### src/rtl/pfn_pkg.sv
// shared types and codes for the polygon face normal block
package pfn_pkg;

  typedef enum logic [1:0] {
    ST_OK      = 2'd0,
    ST_MISSING = 2'd1,
    ST_ZERO    = 2'd2,
    ST_TOOMANY = 2'd3
  } status_t;

  typedef enum logic [3:0] {
    OP_NONE,
    OP_LOAD,
    OP_MAC,
    OP_CHECK,
    OP_ABS,
    OP_SHIFT,
    OP_SQ,
    OP_SQRT_INIT,
    OP_SQRT,
    OP_DIV_INIT,
    OP_DIV,
    OP_DIV_END,
    OP_EMIT
  } op_t;

  typedef struct packed {
    op_t        op;
    logic [4:0] idx;
    logic [1:0] comp;
    status_t    stat;
  } cmd_t;

  typedef struct packed {
    logic    take;
    logic    ge2;
    logic    last;
    status_t err;
    logic    m_hi;
    logic    m_lo;
    logic    m_zero;
    logic    r_zero;
  } dp_st_t;

endpackage

### src/rtl/pfn_datapath.sv
// datapath: vertex registers, cross-product sums, normalize, square root and divide
module pfn_datapath #(
  parameter int MAX_VERTICES = 16
) (
  input  logic             clk,
  input  logic             rst_n,
  input  pfn_pkg::cmd_t    cmd,
  output pfn_pkg::dp_st_t  st,
  input  logic [55:0]      in_tdata,
  input  logic             in_tlast,
  output logic [47:0]      out_tdata,
  output logic [1:0]       out_tuser
);
  import pfn_pkg::*;

  logic signed [15:0] cur_x_r, cur_y_r, cur_z_r;
  logic               present_r, last_r;
  logic signed [15:0] first_x_r, first_y_r, first_z_r;
  logic signed [15:0] prev_x_r, prev_y_r, prev_z_r;
  logic [6:0]         cnt_r;
  logic signed [39:0] sum_x_r, sum_y_r, sum_z_r;
  status_t            err_r;
  logic [39:0]        m0_r, m1_r, m2_r;
  logic               sg0_r, sg1_r, sg2_r;
  logic [49:0]        q_r;
  logic [63:0]        v_r, res_r;
  logic [45:0]        rem_r;
  logic [14:0]        quo_r;
  logic signed [15:0] n_x_r, n_y_r, n_z_r;
  logic [47:0]        out_tdata_r;
  logic [1:0]         out_tuser_r;

  logic signed [16:0] ax, ay, az, bx, by, bz, ma, mb;
  logic signed [33:0] prod;
  logic signed [39:0] pext, sum_sel, sum_new;
  logic               neg;
  logic [23:0]        msel;
  logic [47:0]        sq;
  logic [63:0]        bitv, trial;
  logic [45:0]        dvs;
  logic [14:0]        capped;
  logic               sgsel;
  logic signed [15:0] nval;

  assign ax = 17'(cur_x_r) - 17'(prev_x_r);
  assign ay = 17'(cur_y_r) - 17'(prev_y_r);
  assign az = 17'(cur_z_r) - 17'(prev_z_r);
  assign bx = 17'(first_x_r) - 17'(prev_x_r);
  assign by = 17'(first_y_r) - 17'(prev_y_r);
  assign bz = 17'(first_z_r) - 17'(prev_z_r);

  always_comb begin
    ma = ay; mb = bz; neg = 1'b0; sum_sel = sum_x_r;
    case (cmd.idx[2:0])
      3'd0: begin ma = ay; mb = bz; neg = 1'b0; sum_sel = sum_x_r; end
      3'd1: begin ma = az; mb = by; neg = 1'b1; sum_sel = sum_x_r; end
      3'd2: begin ma = az; mb = bx; neg = 1'b0; sum_sel = sum_y_r; end
      3'd3: begin ma = ax; mb = bz; neg = 1'b1; sum_sel = sum_y_r; end
      3'd4: begin ma = ax; mb = by; neg = 1'b0; sum_sel = sum_z_r; end
      3'd5: begin ma = ay; mb = bx; neg = 1'b1; sum_sel = sum_z_r; end
      default: begin ma = ay; mb = bz; neg = 1'b0; sum_sel = sum_x_r; end
    endcase
  end

  assign prod    = ma * mb;
  assign pext    = {{6{prod[33]}}, prod};
  assign sum_new = neg ? (sum_sel - pext) : (sum_sel + pext);

  always_comb begin
    case (cmd.comp)
      2'd0:    begin msel = m0_r[23:0]; sgsel = sg0_r; end
      2'd1:    begin msel = m1_r[23:0]; sgsel = sg1_r; end
      default: begin msel = m2_r[23:0]; sgsel = sg2_r; end
    endcase
  end

  assign sq     = msel * msel;
  assign bitv   = 64'(1) << {cmd.idx, 1'b0};
  assign trial  = res_r + bitv;
  assign dvs    = 46'(res_r[31:0]) << cmd.idx[3:0];
  assign capped = (quo_r > 15'd16384) ? 15'd16384 : quo_r;
  assign nval   = sgsel ? -16'(capped) : 16'(capped);

  assign st.take   = (err_r == ST_OK) && (cnt_r < 7'(MAX_VERTICES)) && present_r;
  assign st.ge2    = cnt_r >= 7'd2;
  assign st.last   = last_r;
  assign st.err    = err_r;
  assign st.m_hi   = |{m0_r[39:24], m1_r[39:24], m2_r[39:24]};
  assign st.m_lo   = ~|{m0_r[39:23], m1_r[39:23], m2_r[39:23]};
  assign st.m_zero = ~|{m0_r, m1_r, m2_r};
  assign st.r_zero = res_r == 64'd0;

  // polygon state
  always_ff @(posedge clk) begin
    if (!rst_n) begin
      first_x_r <= '0; first_y_r <= '0; first_z_r <= '0;
      prev_x_r  <= '0; prev_y_r  <= '0; prev_z_r  <= '0;
      cnt_r     <= '0;
      sum_x_r   <= '0; sum_y_r   <= '0; sum_z_r   <= '0;
      err_r     <= ST_OK;
    end else begin
      case (cmd.op)
        OP_MAC: begin
          case (cmd.idx[2:0]) inside
            3'd0, 3'd1: sum_x_r <= sum_new;
            3'd2, 3'd3: sum_y_r <= sum_new;
            default:    sum_z_r <= sum_new;
          endcase
        end
        OP_CHECK: begin
          if (err_r == ST_OK) begin
            if (cnt_r >= 7'(MAX_VERTICES)) begin
              err_r <= ST_TOOMANY;
            end else if (!present_r) begin
              err_r <= ST_MISSING;
            end else begin
              if (cnt_r == 7'd0) begin
                first_x_r <= cur_x_r; first_y_r <= cur_y_r; first_z_r <= cur_z_r;
              end
              prev_x_r <= cur_x_r; prev_y_r <= cur_y_r; prev_z_r <= cur_z_r;
              cnt_r    <= cnt_r + 7'd1;
            end
          end
        end
        OP_EMIT: begin
          first_x_r <= '0; first_y_r <= '0; first_z_r <= '0;
          prev_x_r  <= '0; prev_y_r  <= '0; prev_z_r  <= '0;
          cnt_r     <= '0;
          sum_x_r   <= '0; sum_y_r   <= '0; sum_z_r   <= '0;
          err_r     <= ST_OK;
        end
        default: ;
      endcase
    end
  end

  // working registers
  always_ff @(posedge clk) begin
    case (cmd.op)
      OP_LOAD: begin
        cur_x_r   <= in_tdata[15:0];
        cur_y_r   <= in_tdata[31:16];
        cur_z_r   <= in_tdata[47:32];
        present_r <= in_tdata[48];
        last_r    <= in_tlast;
      end
      OP_ABS: begin
        m0_r  <= sum_x_r[39] ? 40'(-sum_x_r) : 40'(sum_x_r);
        m1_r  <= sum_y_r[39] ? 40'(-sum_y_r) : 40'(sum_y_r);
        m2_r  <= sum_z_r[39] ? 40'(-sum_z_r) : 40'(sum_z_r);
        sg0_r <= sum_x_r[39];
        sg1_r <= sum_y_r[39];
        sg2_r <= sum_z_r[39];
      end
      OP_SHIFT: begin
        if (st.m_hi) begin
          m0_r <= m0_r >> 1; m1_r <= m1_r >> 1; m2_r <= m2_r >> 1;
        end else begin
          m0_r <= m0_r << 1; m1_r <= m1_r << 1; m2_r <= m2_r << 1;
        end
      end
      OP_SQ: q_r <= ((cmd.comp == 2'd0) ? 50'd0 : q_r) + 50'(sq);
      OP_SQRT_INIT: begin
        v_r   <= {2'b00, q_r, 12'd0};
        res_r <= '0;
      end
      OP_SQRT: begin
        if (v_r >= trial) begin
          v_r   <= v_r - trial;
          res_r <= (res_r >> 1) + bitv;
        end else begin
          res_r <= res_r >> 1;
        end
      end
      OP_DIV_INIT: begin
        rem_r <= (46'(msel) << 20) + 46'(res_r[31:1]);
        quo_r <= '0;
      end
      OP_DIV: begin
        if (rem_r >= dvs) begin
          rem_r             <= rem_r - dvs;
          quo_r[cmd.idx[3:0]] <= 1'b1;
        end
      end
      OP_DIV_END: begin
        case (cmd.comp)
          2'd0:    n_x_r <= nval;
          2'd1:    n_y_r <= nval;
          default: n_z_r <= nval;
        endcase
      end
      OP_EMIT: begin
        out_tdata_r <= (cmd.stat == ST_OK) ? {n_z_r, n_y_r, n_x_r} : 48'd0;
        out_tuser_r <= cmd.stat;
      end
      default: ;
    endcase
  end

  assign out_tdata = out_tdata_r;
  assign out_tuser = out_tuser_r;

endmodule

### src/rtl/pfn_ctrl.sv
// controller: sequences vertex accumulation and the normalize steps
module pfn_ctrl (
  input  logic             clk,
  input  logic             rst_n,
  input  logic             in_tvalid,
  output logic             in_tready,
  output logic             out_tvalid,
  input  logic             out_tready,
  input  pfn_pkg::dp_st_t  st,
  output pfn_pkg::cmd_t    cmd
);
  import pfn_pkg::*;

  typedef enum logic [14:0] {
    S_IDLE   = 15'b000000000000001,
    S_EVAL   = 15'b000000000000010,
    S_MAC    = 15'b000000000000100,
    S_CHECK  = 15'b000000000001000,
    S_DECIDE = 15'b000000000010000,
    S_ZCHK   = 15'b000000000100000,
    S_SHIFT  = 15'b000000001000000,
    S_SQ     = 15'b000000010000000,
    S_SQRTI  = 15'b000000100000000,
    S_SQRT   = 15'b000001000000000,
    S_RCHK   = 15'b000010000000000,
    S_DIVI   = 15'b000100000000000,
    S_DIVS   = 15'b001000000000000,
    S_DIVE   = 15'b010000000000000,
    S_EMIT   = 15'b100000000000000
  } state_t;

  state_t     state_r, state_nxt;
  logic [4:0] idx_r, idx_nxt;
  logic [1:0] comp_r, comp_nxt;
  status_t    stat_r, stat_nxt;
  logic       ovalid_r, ovalid_nxt;

  assign in_tready  = state_r == S_IDLE;
  assign out_tvalid = ovalid_r;

  always_comb begin
    state_nxt  = state_r;
    idx_nxt    = idx_r;
    comp_nxt   = comp_r;
    stat_nxt   = stat_r;
    ovalid_nxt = ovalid_r && !out_tready;
    cmd.op     = OP_NONE;
    cmd.idx    = idx_r;
    cmd.comp   = comp_r;
    cmd.stat   = stat_r;
    unique case (state_r)
      S_IDLE: begin
        if (in_tvalid) begin
          cmd.op    = OP_LOAD;
          state_nxt = S_EVAL;
        end
      end
      S_EVAL: begin
        idx_nxt   = 5'd0;
        state_nxt = (st.take && st.ge2) ? S_MAC : S_CHECK;
      end
      S_MAC: begin
        cmd.op  = OP_MAC;
        idx_nxt = idx_r + 5'd1;
        if (idx_r == 5'd5) state_nxt = S_CHECK;
      end
      S_CHECK: begin
        cmd.op    = OP_CHECK;
        state_nxt = S_DECIDE;
      end
      S_DECIDE: begin
        if (!st.last) begin
          state_nxt = S_IDLE;
        end else if (st.err != ST_OK) begin
          stat_nxt  = st.err;
          state_nxt = S_EMIT;
        end else begin
          cmd.op    = OP_ABS;
          state_nxt = S_ZCHK;
        end
      end
      S_ZCHK: begin
        if (st.m_zero) begin
          stat_nxt  = ST_ZERO;
          state_nxt = S_EMIT;
        end else begin
          state_nxt = S_SHIFT;
        end
      end
      S_SHIFT: begin
        if (st.m_hi || st.m_lo) begin
          cmd.op = OP_SHIFT;
        end else begin
          comp_nxt  = 2'd0;
          state_nxt = S_SQ;
        end
      end
      S_SQ: begin
        cmd.op   = OP_SQ;
        comp_nxt = comp_r + 2'd1;
        if (comp_r == 2'd2) state_nxt = S_SQRTI;
      end
      S_SQRTI: begin
        cmd.op    = OP_SQRT_INIT;
        idx_nxt   = 5'd30;
        state_nxt = S_SQRT;
      end
      S_SQRT: begin
        cmd.op  = OP_SQRT;
        idx_nxt = idx_r - 5'd1;
        if (idx_r == 5'd0) state_nxt = S_RCHK;
      end
      S_RCHK: begin
        comp_nxt = 2'd0;
        if (st.r_zero) begin
          stat_nxt  = ST_ZERO;
          state_nxt = S_EMIT;
        end else begin
          state_nxt = S_DIVI;
        end
      end
      S_DIVI: begin
        cmd.op    = OP_DIV_INIT;
        idx_nxt   = 5'd14;
        state_nxt = S_DIVS;
      end
      S_DIVS: begin
        cmd.op  = OP_DIV;
        idx_nxt = idx_r - 5'd1;
        if (idx_r == 5'd0) state_nxt = S_DIVE;
      end
      S_DIVE: begin
        cmd.op   = OP_DIV_END;
        comp_nxt = comp_r + 2'd1;
        if (comp_r == 2'd2) begin
          stat_nxt  = ST_OK;
          state_nxt = S_EMIT;
        end else begin
          state_nxt = S_DIVI;
        end
      end
      S_EMIT: begin
        if (!(ovalid_r && !out_tready)) begin
          cmd.op     = OP_EMIT;
          ovalid_nxt = 1'b1;
          state_nxt  = S_IDLE;
        end
      end
      default: state_nxt = S_IDLE;
    endcase
  end

  always_ff @(posedge clk) begin
    if (!rst_n) begin
      state_r  <= S_IDLE;
      idx_r    <= '0;
      comp_r   <= '0;
      stat_r   <= ST_OK;
      ovalid_r <= 1'b0;
    end else begin
      state_r  <= state_nxt;
      idx_r    <= idx_nxt;
      comp_r   <= comp_nxt;
      stat_r   <= stat_nxt;
      ovalid_r <= ovalid_nxt;
    end
  end

endmodule

### src/rtl/polygon_face_normal.sv
// top level of the polygon face normal block
//
// usage: vertices of one polygon enter on the in_ stream, one item per
// vertex, tlast on the final vertex. in_tdata carries x, y, z (signed Q8.8)
// and the position present flag. one result item leaves on the out_ stream
// per polygon: the unit normal in Q1.14 in out_tdata, the status in out_tuser.
// a vertex that is rejected or is one of the first two goes straight to the
// check; one that adds a fan cross product first runs the six products on
// one shared 17x17 multiplier, one per cycle.
// the last vertex adds the normalize sequence: shift steps, the three
// squares on one 24x24 multiplier, the bit-serial root, and the restoring
// divider for each of the three components.
// in_tready is high only between items. a result waits in the output
// register while the receiver stalls; the next polygon's vertices are taken
// meanwhile, and only the next result waits for the register to empty.
// reset clears the polygon state and drops out_tvalid.
module polygon_face_normal #(
  parameter int MAX_VERTICES = 16
) (
  input  logic        clk,
  input  logic        rst_n,
  input  logic        in_tvalid,
  output logic        in_tready,
  input  logic [55:0] in_tdata,   // x_coord, y_coord, z_coord, position_present
  input  logic        in_tlast,
  output logic        out_tvalid,
  input  logic        out_tready,
  output logic [47:0] out_tdata,  // normal_x, normal_y, normal_z
  output logic [1:0]  out_tuser   // status
);
  import pfn_pkg::*;

  cmd_t   cmd;
  dp_st_t st;

  pfn_ctrl u_ctrl (
    .clk        (clk),
    .rst_n      (rst_n),
    .in_tvalid  (in_tvalid),
    .in_tready  (in_tready),
    .out_tvalid (out_tvalid),
    .out_tready (out_tready),
    .st         (st),
    .cmd        (cmd)
  );

  pfn_datapath #(.MAX_VERTICES(MAX_VERTICES)) u_dp (
    .clk       (clk),
    .rst_n     (rst_n),
    .cmd       (cmd),
    .st        (st),
    .in_tdata  (in_tdata),
    .in_tlast  (in_tlast),
    .out_tdata (out_tdata),
    .out_tuser (out_tuser)
  );

endmodule

### config.mk
export PLATFORM = sky130hd
export DESIGN_NAME = polygon_face_normal
export DESIGN_NICKNAME = d
export VERILOG_FILES = /design/src/rtl/pfn_pkg.sv /design/src/rtl/pfn_datapath.sv /design/src/rtl/pfn_ctrl.sv /design/src/rtl/polygon_face_normal.sv
export SDC_FILE = /design/constraint.sdc
export NUM_CORES = 2
export LEC_CHECK = 0
export ABC_AREA = 1
export BUFFER_PORTS_ARGS = -buffer_cell sky130_fd_sc_hd__buf_2
export CORE_MARGIN = 2
export CORE_UTILIZATION = 56
export CTS_BUF_LIST = sky130_fd_sc_hd__clkbuf_8
export CTS_CLUSTER_SIZE = 10
export DETAILED_ROUTE_END_ITERATION = 12
export GPL_TIMING_DRIVEN = 0
export PLACE_DENSITY = 0.7
export SKIP_CTS_REPAIR_TIMING = 1
export SLEW_MARGIN = 10
export SYNTH_ARGS = -nofsm -noshare
export SYNTH_HDL_FRONTEND = slang
export SYNTH_SLANG_ARGS = --single-unit
### constraint.sdc
create_clock -name clk -period 28.3 [get_ports clk]
set_clock_uncertainty 0.15 [all_clocks]
set_input_delay 2.83 -clock clk [delete_from_list [all_inputs] [get_ports clk]]
set_output_delay 2.83 -clock clk [all_outputs]
set_load 0.01 [all_outputs]
### After elaboration in Yosys (flattened, before gate mapping)

Cells that the tools add are included.

| storage, ports and cells | value |
|---|---|
| input bits | 61 |
| flip-flop bits (word level) | 760 |
| logic and storage cells | 285 |
| output and inout bits | 52 |

| cells by class | value |
|---|---|
| shifts and indexed selects | 2 |
| magnitude comparators | 8 |
| add/subtract/negate cells | 22 |
| bitwise operators | 2 |
| reductions and logical operators | 52 |
| mux-type cells | 102 |
| $mul | 2 |
| equality and inequality tests | 58 |

Operator list:

| cell | count |
|---|---|
| $pmux 40 s2 | 7 |
| $mux 40 | 12 |
| $mux 16 | 22 |
| $pmux 64 s2 | 2 |
| $pmux 15 s15 | 1 |
| $mux 15 | 14 |
| $pmux 16 s2 | 6 |
| $mux 64 | 2 |
| $neg 40->40 | 3 |
| $reduce_or 120->1 | 1 |
| $sub 16x16->17 | 6 |
| $pmux 46 s2 | 1 |
| $pmux 17 s2 | 2 |
| $add 63x64->64 | 1 |
| $add 64x64->64 | 1 |
| $ge 64x64->1 | 1 |
| $logic_not 64->1 | 1 |
| $shl 1x6->64 const A | 1 |
| $sub 64x64->64 | 1 |
| $reduce_or 51->1 | 1 |
| $add 50x48->50 | 1 |
| $mux 50 | 1 |
| $mul 24x24->48 | 1 |
| $pmux 24 s2 | 1 |
| 83 further kinds | 158 |

### Depth between registers and ports, before layout

| depth | value |
|---|---|
| word-level depth | 9 |
| gate-level depth with buffers | 67 |
| depth with buffers taken out | 66 |

### Hierarchy

From an unflattened synthesis, not the netlist that was laid out.

| second synthesis, totals | value |
|---|---|
| cell total of the unflattened synthesis | 11791 |
| area total of the unflattened synthesis | 87490.2 µm² |

By module, submodules not included:

| module | sequential area each (µm²) | cells an instance | times used | area an instance (µm²) |
|---|---|---|---|---|
| pfn_datapath | 19819.0 | 11494 | 1 | 85594.6 |
| pfn_ctrl | 500.5 | 297 | 1 | 1895.6 |

### Worst setup path before layout

No wires, ideal clock.

| path | value |
|---|---|
| kind | register to register |
| start point | register u_dp.cur_y_r[0] |
| end point | register u_dp.sum_y_r[39] |
| library setup time | 0.070 ns |
| cell stages (with the launch flop) | 57 |
| clock period less this slack | 10.130 ns |
| arrival time | 9.911 ns |
| data required time | 28.080 ns |
| slack | 18.170 ns |
| path buffers | 1 |
| cell sequence | edfxtp_1 -> inv_1 -> ha_1 -> inv_1 -> fa_1 -> nand2_1 -> inv_1 -> o21ai_1 -> nand2_1 -> nand2_1 -> nand2_1 -> a21oi_1 -> o21ai_0 -> a2111o_1 -> nand2_1 -> nand2_1 -> inv_1 -> clkbuf_1 -> [21 not listed] -> nor4_1 -> nand3_1 -> xnor2_1 -> nand2_1 -> o21ai_1 -> ha_1 -> nand2_1 -> nor2_1 -> inv_1 -> nor2_1 -> and3_1 -> nand3_1 -> o211ai_1 -> xnor2_1 -> inv_1 -> nand3_1 -> nand3_1 -> a21oi_1 |

| on the way | value |
|---|---|
| cells in the longest elaborated chain, start to end | 8 |
| elaborated cells between the ends (all ways) | 9 |
| those cells by class | 3 x add/sub; 1 x mul; 5 x mux |

Ends and longest elaborated chain:

| what | line | text |
|---|---|---|
| start: declaration | pfn_datapath.sv:16 | `logic signed [15:0] cur_x_r, cur_y_r, cur_z_r;` |
| start signal: assignment | pfn_datapath.sv:142 | `cur_y_r <= in_tdata[31:16];` |
| $sub 16x16->17 (*) | pfn_datapath.sv:46 | `assign ay = 17'(cur_y_r) - 17'(prev_y_r);` |
| $pmux 17 s2 (*) | pfn_datapath.sv:54 | `case (cmd.idx[2:0])` |
| $mul 17x17->34 (*) | pfn_datapath.sv:65 | `assign prod = ma * mb;` |
| $add 40x34->40 or $sub 40x34->40 (tied branches) | pfn_datapath.sv:67 | `assign sum_new = neg ? (sum_sel - pext) : (sum_sel + pext);` |
| $mux 40 (*) | pfn_datapath.sv:67 |  |
| $mux 40 (*) (2 in a row) | pfn_datapath.sv:104 | `case (cmd.idx[2:0]) inside` |
| $pmux 40 s2 (*) | pfn_datapath.sv:102 | `case (cmd.op)` |
| end signal: assignment | pfn_datapath.sv:106 | `3'd2, 3'd3: sum_y_r <= sum_new;` |
| end: declaration | pfn_datapath.sv:21 | `logic signed [39:0] sum_x_r, sum_y_r, sum_z_r;` |

Mark *: on every way between the ends. The rest lies on a longest branch, timed or not. The select of a mux whose other input is x is not followed.
A chain may end at the register's enable or synchronous reset.

### Worst setup path after layout

| path | value |
|---|---|
| start point | register u_ctrl.idx_r[2] |
| end point | register u_dp.sum_y_r[36] |

| on the way | value |
|---|---|
| cells in the longest elaborated chain, start to end | 9 |
| elaborated cells between the ends (all ways) | 28 |
| those cells by class | 2 x add/sub; 1 x mul; 7 x eq/ne; 8 x mux; 10 x reduce/logical |

Ends and longest elaborated chain:

| what | line | text |
|---|---|---|
| start: declaration | pfn_ctrl.sv:33 | `logic [4:0] idx_r, idx_nxt;` |
| start signal: assignment | pfn_ctrl.sv:162 | `idx_r <= idx_nxt;` |
| $eq 3x3->1 (tied with other cells) | pfn_datapath.sv:54 |  |
| $reduce_or 2->1 (no source line) | n/a |  |
| $pmux 17 s2 | pfn_datapath.sv:54 |  |
| $mul 17x17->34 | pfn_datapath.sv:65 |  |
| $add 40x34->40 or $sub 40x34->40 (tied branches) | pfn_datapath.sv:67 |  |
| $mux 40 | pfn_datapath.sv:67 |  |
| $mux 40 (2 in a row) | pfn_datapath.sv:104 |  |
| $pmux 40 s2 | pfn_datapath.sv:102 |  |

Several ways; a longest one is shown, not always the timed one. The select of a mux whose other input is x is not followed.

==> impl_results.md <==
- Result of the run: finished clean
- Number of warnings printed during yosys synthesis: 0
- Placed Instances: 13.8k
- Worst endpoint data arrival time: 14330 ps
- Adder-cell share of the synthesized area: 26.5%
- Final-layout setup total negative slack: 0 ps
- Critical Path Max Stage Delay: approximately 910 ps
- Standard cell core area: about 150000 um^2
- Critical path's slowest cell: sky130_fd_sc_hd__fa_1
- Clock power share: 12.2%
- Vias/cell: 5.82
- Global-route wire length before repair: 478000 um
- Number of max-capacitance violations reported: 0
- Routed WL per cell: around 23 um
- Endpoint kind of the worst setup timing path: register
- Worst Hold Depth: 2
- Initial cell density of the core: 56.2%
- Antenna viol nets, final: 0
- Leading cell types in the layout, fill and taps excluded: 2335 x sky130_fd_sc_hd__nand2_1, 2334 x sky130_fd_sc_hd__inv_1, 1091 x sky130_fd_sc_hd__nor2_1
- Worst hold endpoint: u_dp.prev_z_r[6]$_SDFFE_PN0P_
- Length in cells of the worst reg-to-reg path: 46
- Placed Instance Area: 89800 um^2
- RSZ-0062 raised after global routing: false
- Endpoint of the most critical register-to-register path: u_dp.sum_y_r[36]$_SDFFE_PN0P_
- Via count of the first global-routing pass: roughly 80k
- Upper clock frequency limit: between 0.07 and 0.08 GHz
- Top-Level Pins: 113
- H-tree level count: 4
- IR drop worst, VDD: roughly 0.00014 V
- Post-synthesis sequential element count: 760
- Worst-Margin Slew: 1370 ps
- Fraction of final layout cells with drive strength greater than 1: approximately 4.5%
- Minimum period implied by the final worst setup slack: 13720 ps
- Hold Fails Final Rpt: 0
- Dominant synthesized flop cell: sky130_fd_sc_hd__edfxtp_1
- Count of input and output buffers: 105
- Combinational Power Share: 73.3%
- Ranking of synthesized cells by area: sky130_fd_sc_hd__fa_1 18%, sky130_fd_sc_hd__edfxtp_1 18%, sky130_fd_sc_hd__nand2_1 10%, sky130_fd_sc_hd__inv_1 9.9%, sky130_fd_sc_hd__ha_1 8.6%
- Compound-gate portion of the synthesized area: 13.5%
- Floorplan row count: 144
- Via count: around 82k
- Area of all placed cells without fillers: 92800 um^2
- Net switching power of the design: 5.39 mW
- Static Leakage: 46.5 nW
- Internal Dissipation: 4.13 mW
- Portion of total power attributed to sequential cells: 14.5%
- Num Clock Sinks: 760
- Filler Cell Count: 14.4k
- Fin Hold WS: 311 ps
- Power density of the placed cells: 103 nW/um^2
- Number of distinct library cells after synthesis: 78
- Leading cell type in the layout, fill and taps excluded: sky130_fd_sc_hd__nand2_1
- Net switching share of the total power: about 57%
- Launch instance of the worst register-to-register path: u_ctrl.idx_r[2]$_SDFFE_PN0P_
- Floorplan die width: 397 um
- Worst rel slew slack: under 10%
- Dominant cell type by area after synthesis: sky130_fd_sc_hd__fa_1
- Pin count of the biggest net entering global routing: 62
- Cell with the most instances on the worst path: sky130_fd_sc_hd__nand2_1
- Number of antenna violations at the first check in global routing: 10
- FFs w/ async S/R, synth: 0%
- Post-synthesis instance total: approximately 12k
- Final max-slew violation count: 0
- Hold Crit Start: u_dp.prev_z_r[6]$_SDFFE_PN0P_
- Die Outline Area: between 150000 and 200000 um^2
- Simple-gate portion of the synthesized area: 20.1%
- Worst Setup Slack, final: approximately 15000 ps
- Violation count after the first detailed-routing iteration: 9511
- Worst path required time: 28910 ps
- Main combinational cell family by area after synthesis: adder cells
- Clock tree from TritonCTS: built
- Total CTS buffers: 143
- Worst-skew pair later-pin latency: 930 ps
- Max FO, Critical Path: 10
- Yosys top cell area share: roughly 18%
- Number of flops mapped to enable cells by yosys: 510
- Share of cell area taken by muxes after synthesis: less than 1%
- Vertical die dimension: 397 um
- Finish-stage setup viols: 0
- Synthesized area: 86400 um^2
- Nets in the synthesized netlist: 13.1k
- Remaining global-route overflow: 0
- Power, Total: 9.52 mW
- Path category of the worst min-delay check: reg2reg
- Storage element area: 20300 um^2
- Final design utilization: 60.4%
- Buffer depth of the longest clock path: 3
- Average size of a mapped cell: approximately 7.4 um^2
- Post-detailed-routing wire length: 319000 um
- Area of the multi-input gates: 55900 um^2
- Startpoint type of the worst setup path: register
- Post-detail-place hpwl: between 200000 and 300000 um
- DR DRC count: 0
- Clk pin slew, worst setup/hold paths: 60 ps
- Final weighted congestion in routability-driven placement: 1.04
- First-pass iteration count of the detailed router: 7
- Xor/xnor cell area share of the yosys netlist: 4.05%
- Clock root cell: sky130_fd_sc_hd__clkbuf_8
- Number of cells in the finished layout apart from fillers: 14.1k
- Reg2Reg Setup Slack: around 15000 ps
- Area growth from synthesis to final layout: 7.40%
- Pre-CTS setup slack: 15070 ps
- # nets final: 13.3k
- Share of the clock period used by the worst path: 48.5%
- Sequential element share of the synthesized area: 23.5%
- Global router's overall resource usage: 40.1%
- Startpoint-to-endpoint class of the critical path: reg2reg
-- worst max-delay path by stage --
stage | startpoint | endpoint | slack [ps] | depth (start not counted)
3_3_place_gp | u_ctrl.idx_r[2]$_SDFFE_PN0P_ | u_dp.sum_y_r[36]$_SDFFE_PN0P_ | 15000 | 48
6_report | u_ctrl.idx_r[2]$_SDFFE_PN0P_ | u_dp.sum_y_r[36]$_SDFFE_PN0P_ | 14580 | 46
4_1_cts | u_ctrl.idx_r[2]$_SDFFE_PN0P_ | u_dp.sum_y_r[36]$_SDFFE_PN0P_ | 14980 | 46
5_1_grt | u_dp.cur_z_r[0]$_DFFE_PN_ | u_dp.sum_x_r[36]$_SDFFE_PN0P_ | 13880 | 56
2_1_floorplan | u_dp.cur_y_r[0]$_DFFE_PN_ | u_dp.sum_y_r[39]$_SDFFE_PN0P_ | 18170 | 56
3_5_place_dp | u_ctrl.idx_r[2]$_SDFFE_PN0P_ | u_dp.sum_y_r[36]$_SDFFE_PN0P_ | 15070 | 46
-- routing by layer --
| metal | share of wire [%] | global-route usage, % | wire length [um] |
|---|---|---|---|
| met5 | 0.027 | 0 | 86 |
| met4 | 6.1 | 21.1 | 19600 |
| met3 | 9.8 | 8.64 | 31400 |
| met2 | 44 | 62.2 | 141000 |
| met1 | 40 | 52.6 | 127000 |
-- power groups by stage --
stage / Sequential (mW) / Clock, mW / Combinational (mW)
final: 1.38 / 1.16 / 6.97
after global routing: 1.38 / 1.21 / 7.69
after CTS: 1.38 / 1.17 / 6.81
after detailed placement: 1.40 / 0 / 6.76
after global placement: 1.41 / 0 / 6.69
after floorplan: 1.37 / 0 / 4.84
-- synth_stat cells (all sizes together), types with 96 or more instances --
library cell / n
nand4: 96
o21ai: 846
xnor2: 158
inv: 2358
nor3: 135
dfxtp: 250
ha: 594
a31oi: 102
nor2: 1106
nand2: 2350
nand3: 355
fa: 774
xor2: 242
edfxtp: 510
clkbuf: 248
a21oi: 884
-- registers in the layout (all words and copies together) (netlist names), 40 cells and up --
signal / cells
u_dp.res_r: 64
u_dp.v_r: 64
u_dp.q_r: 50
u_dp.out_tdata: 48
u_dp.rem_r: 46
u_dp.m0_r: 40
u_dp.m1_r: 40
u_dp.m2_r: 40
u_dp.sum_x_r: 40
u_dp.sum_y_r: 40
u_dp.sum_z_r: 40
-- logic make-up (layout without fill, tap and decap cells) --
| logic type | count (synthesis) | in the layout |
|---|---|---|
| xor+xnor | 400 | 400 |
| buf+inv | 2704 | 3086 |
| flops | 760 | 760 |
| other cells | 0 | 6 |
| compound gates | 2142 | 2142 |
| simple gates | 4216 | 4216 |
| mux | 41 | 41 |
| fa+ha+maj | 1368 | 1368 |
-- layout make-up --
cell class	count	area share (%)
multi-input combinational	8167	60.3
antenna	6	0.0162
tap	2044	2.76
inverter	2368	9.58
timing repair buffer	119	0.836
buffer	336	1.46
clock inverter	107	0.879
sequential	760	21.9
clock buffer	156	2.31
-- critical path: cells and delay by family (launching register included) --
family | cells | cell delay (ps)
AND/OR/NAND/NOR | 20 | 5230
flip-flops | 1 | 310
buffers and inverters | 10 | 1890
XOR/XNOR | 1 | 220
adder cells (fa/ha/maj) | 8 | 4390
AO/OA/AOI/OAI | 7 | 1330
Power figures use the tool's default switching activity.
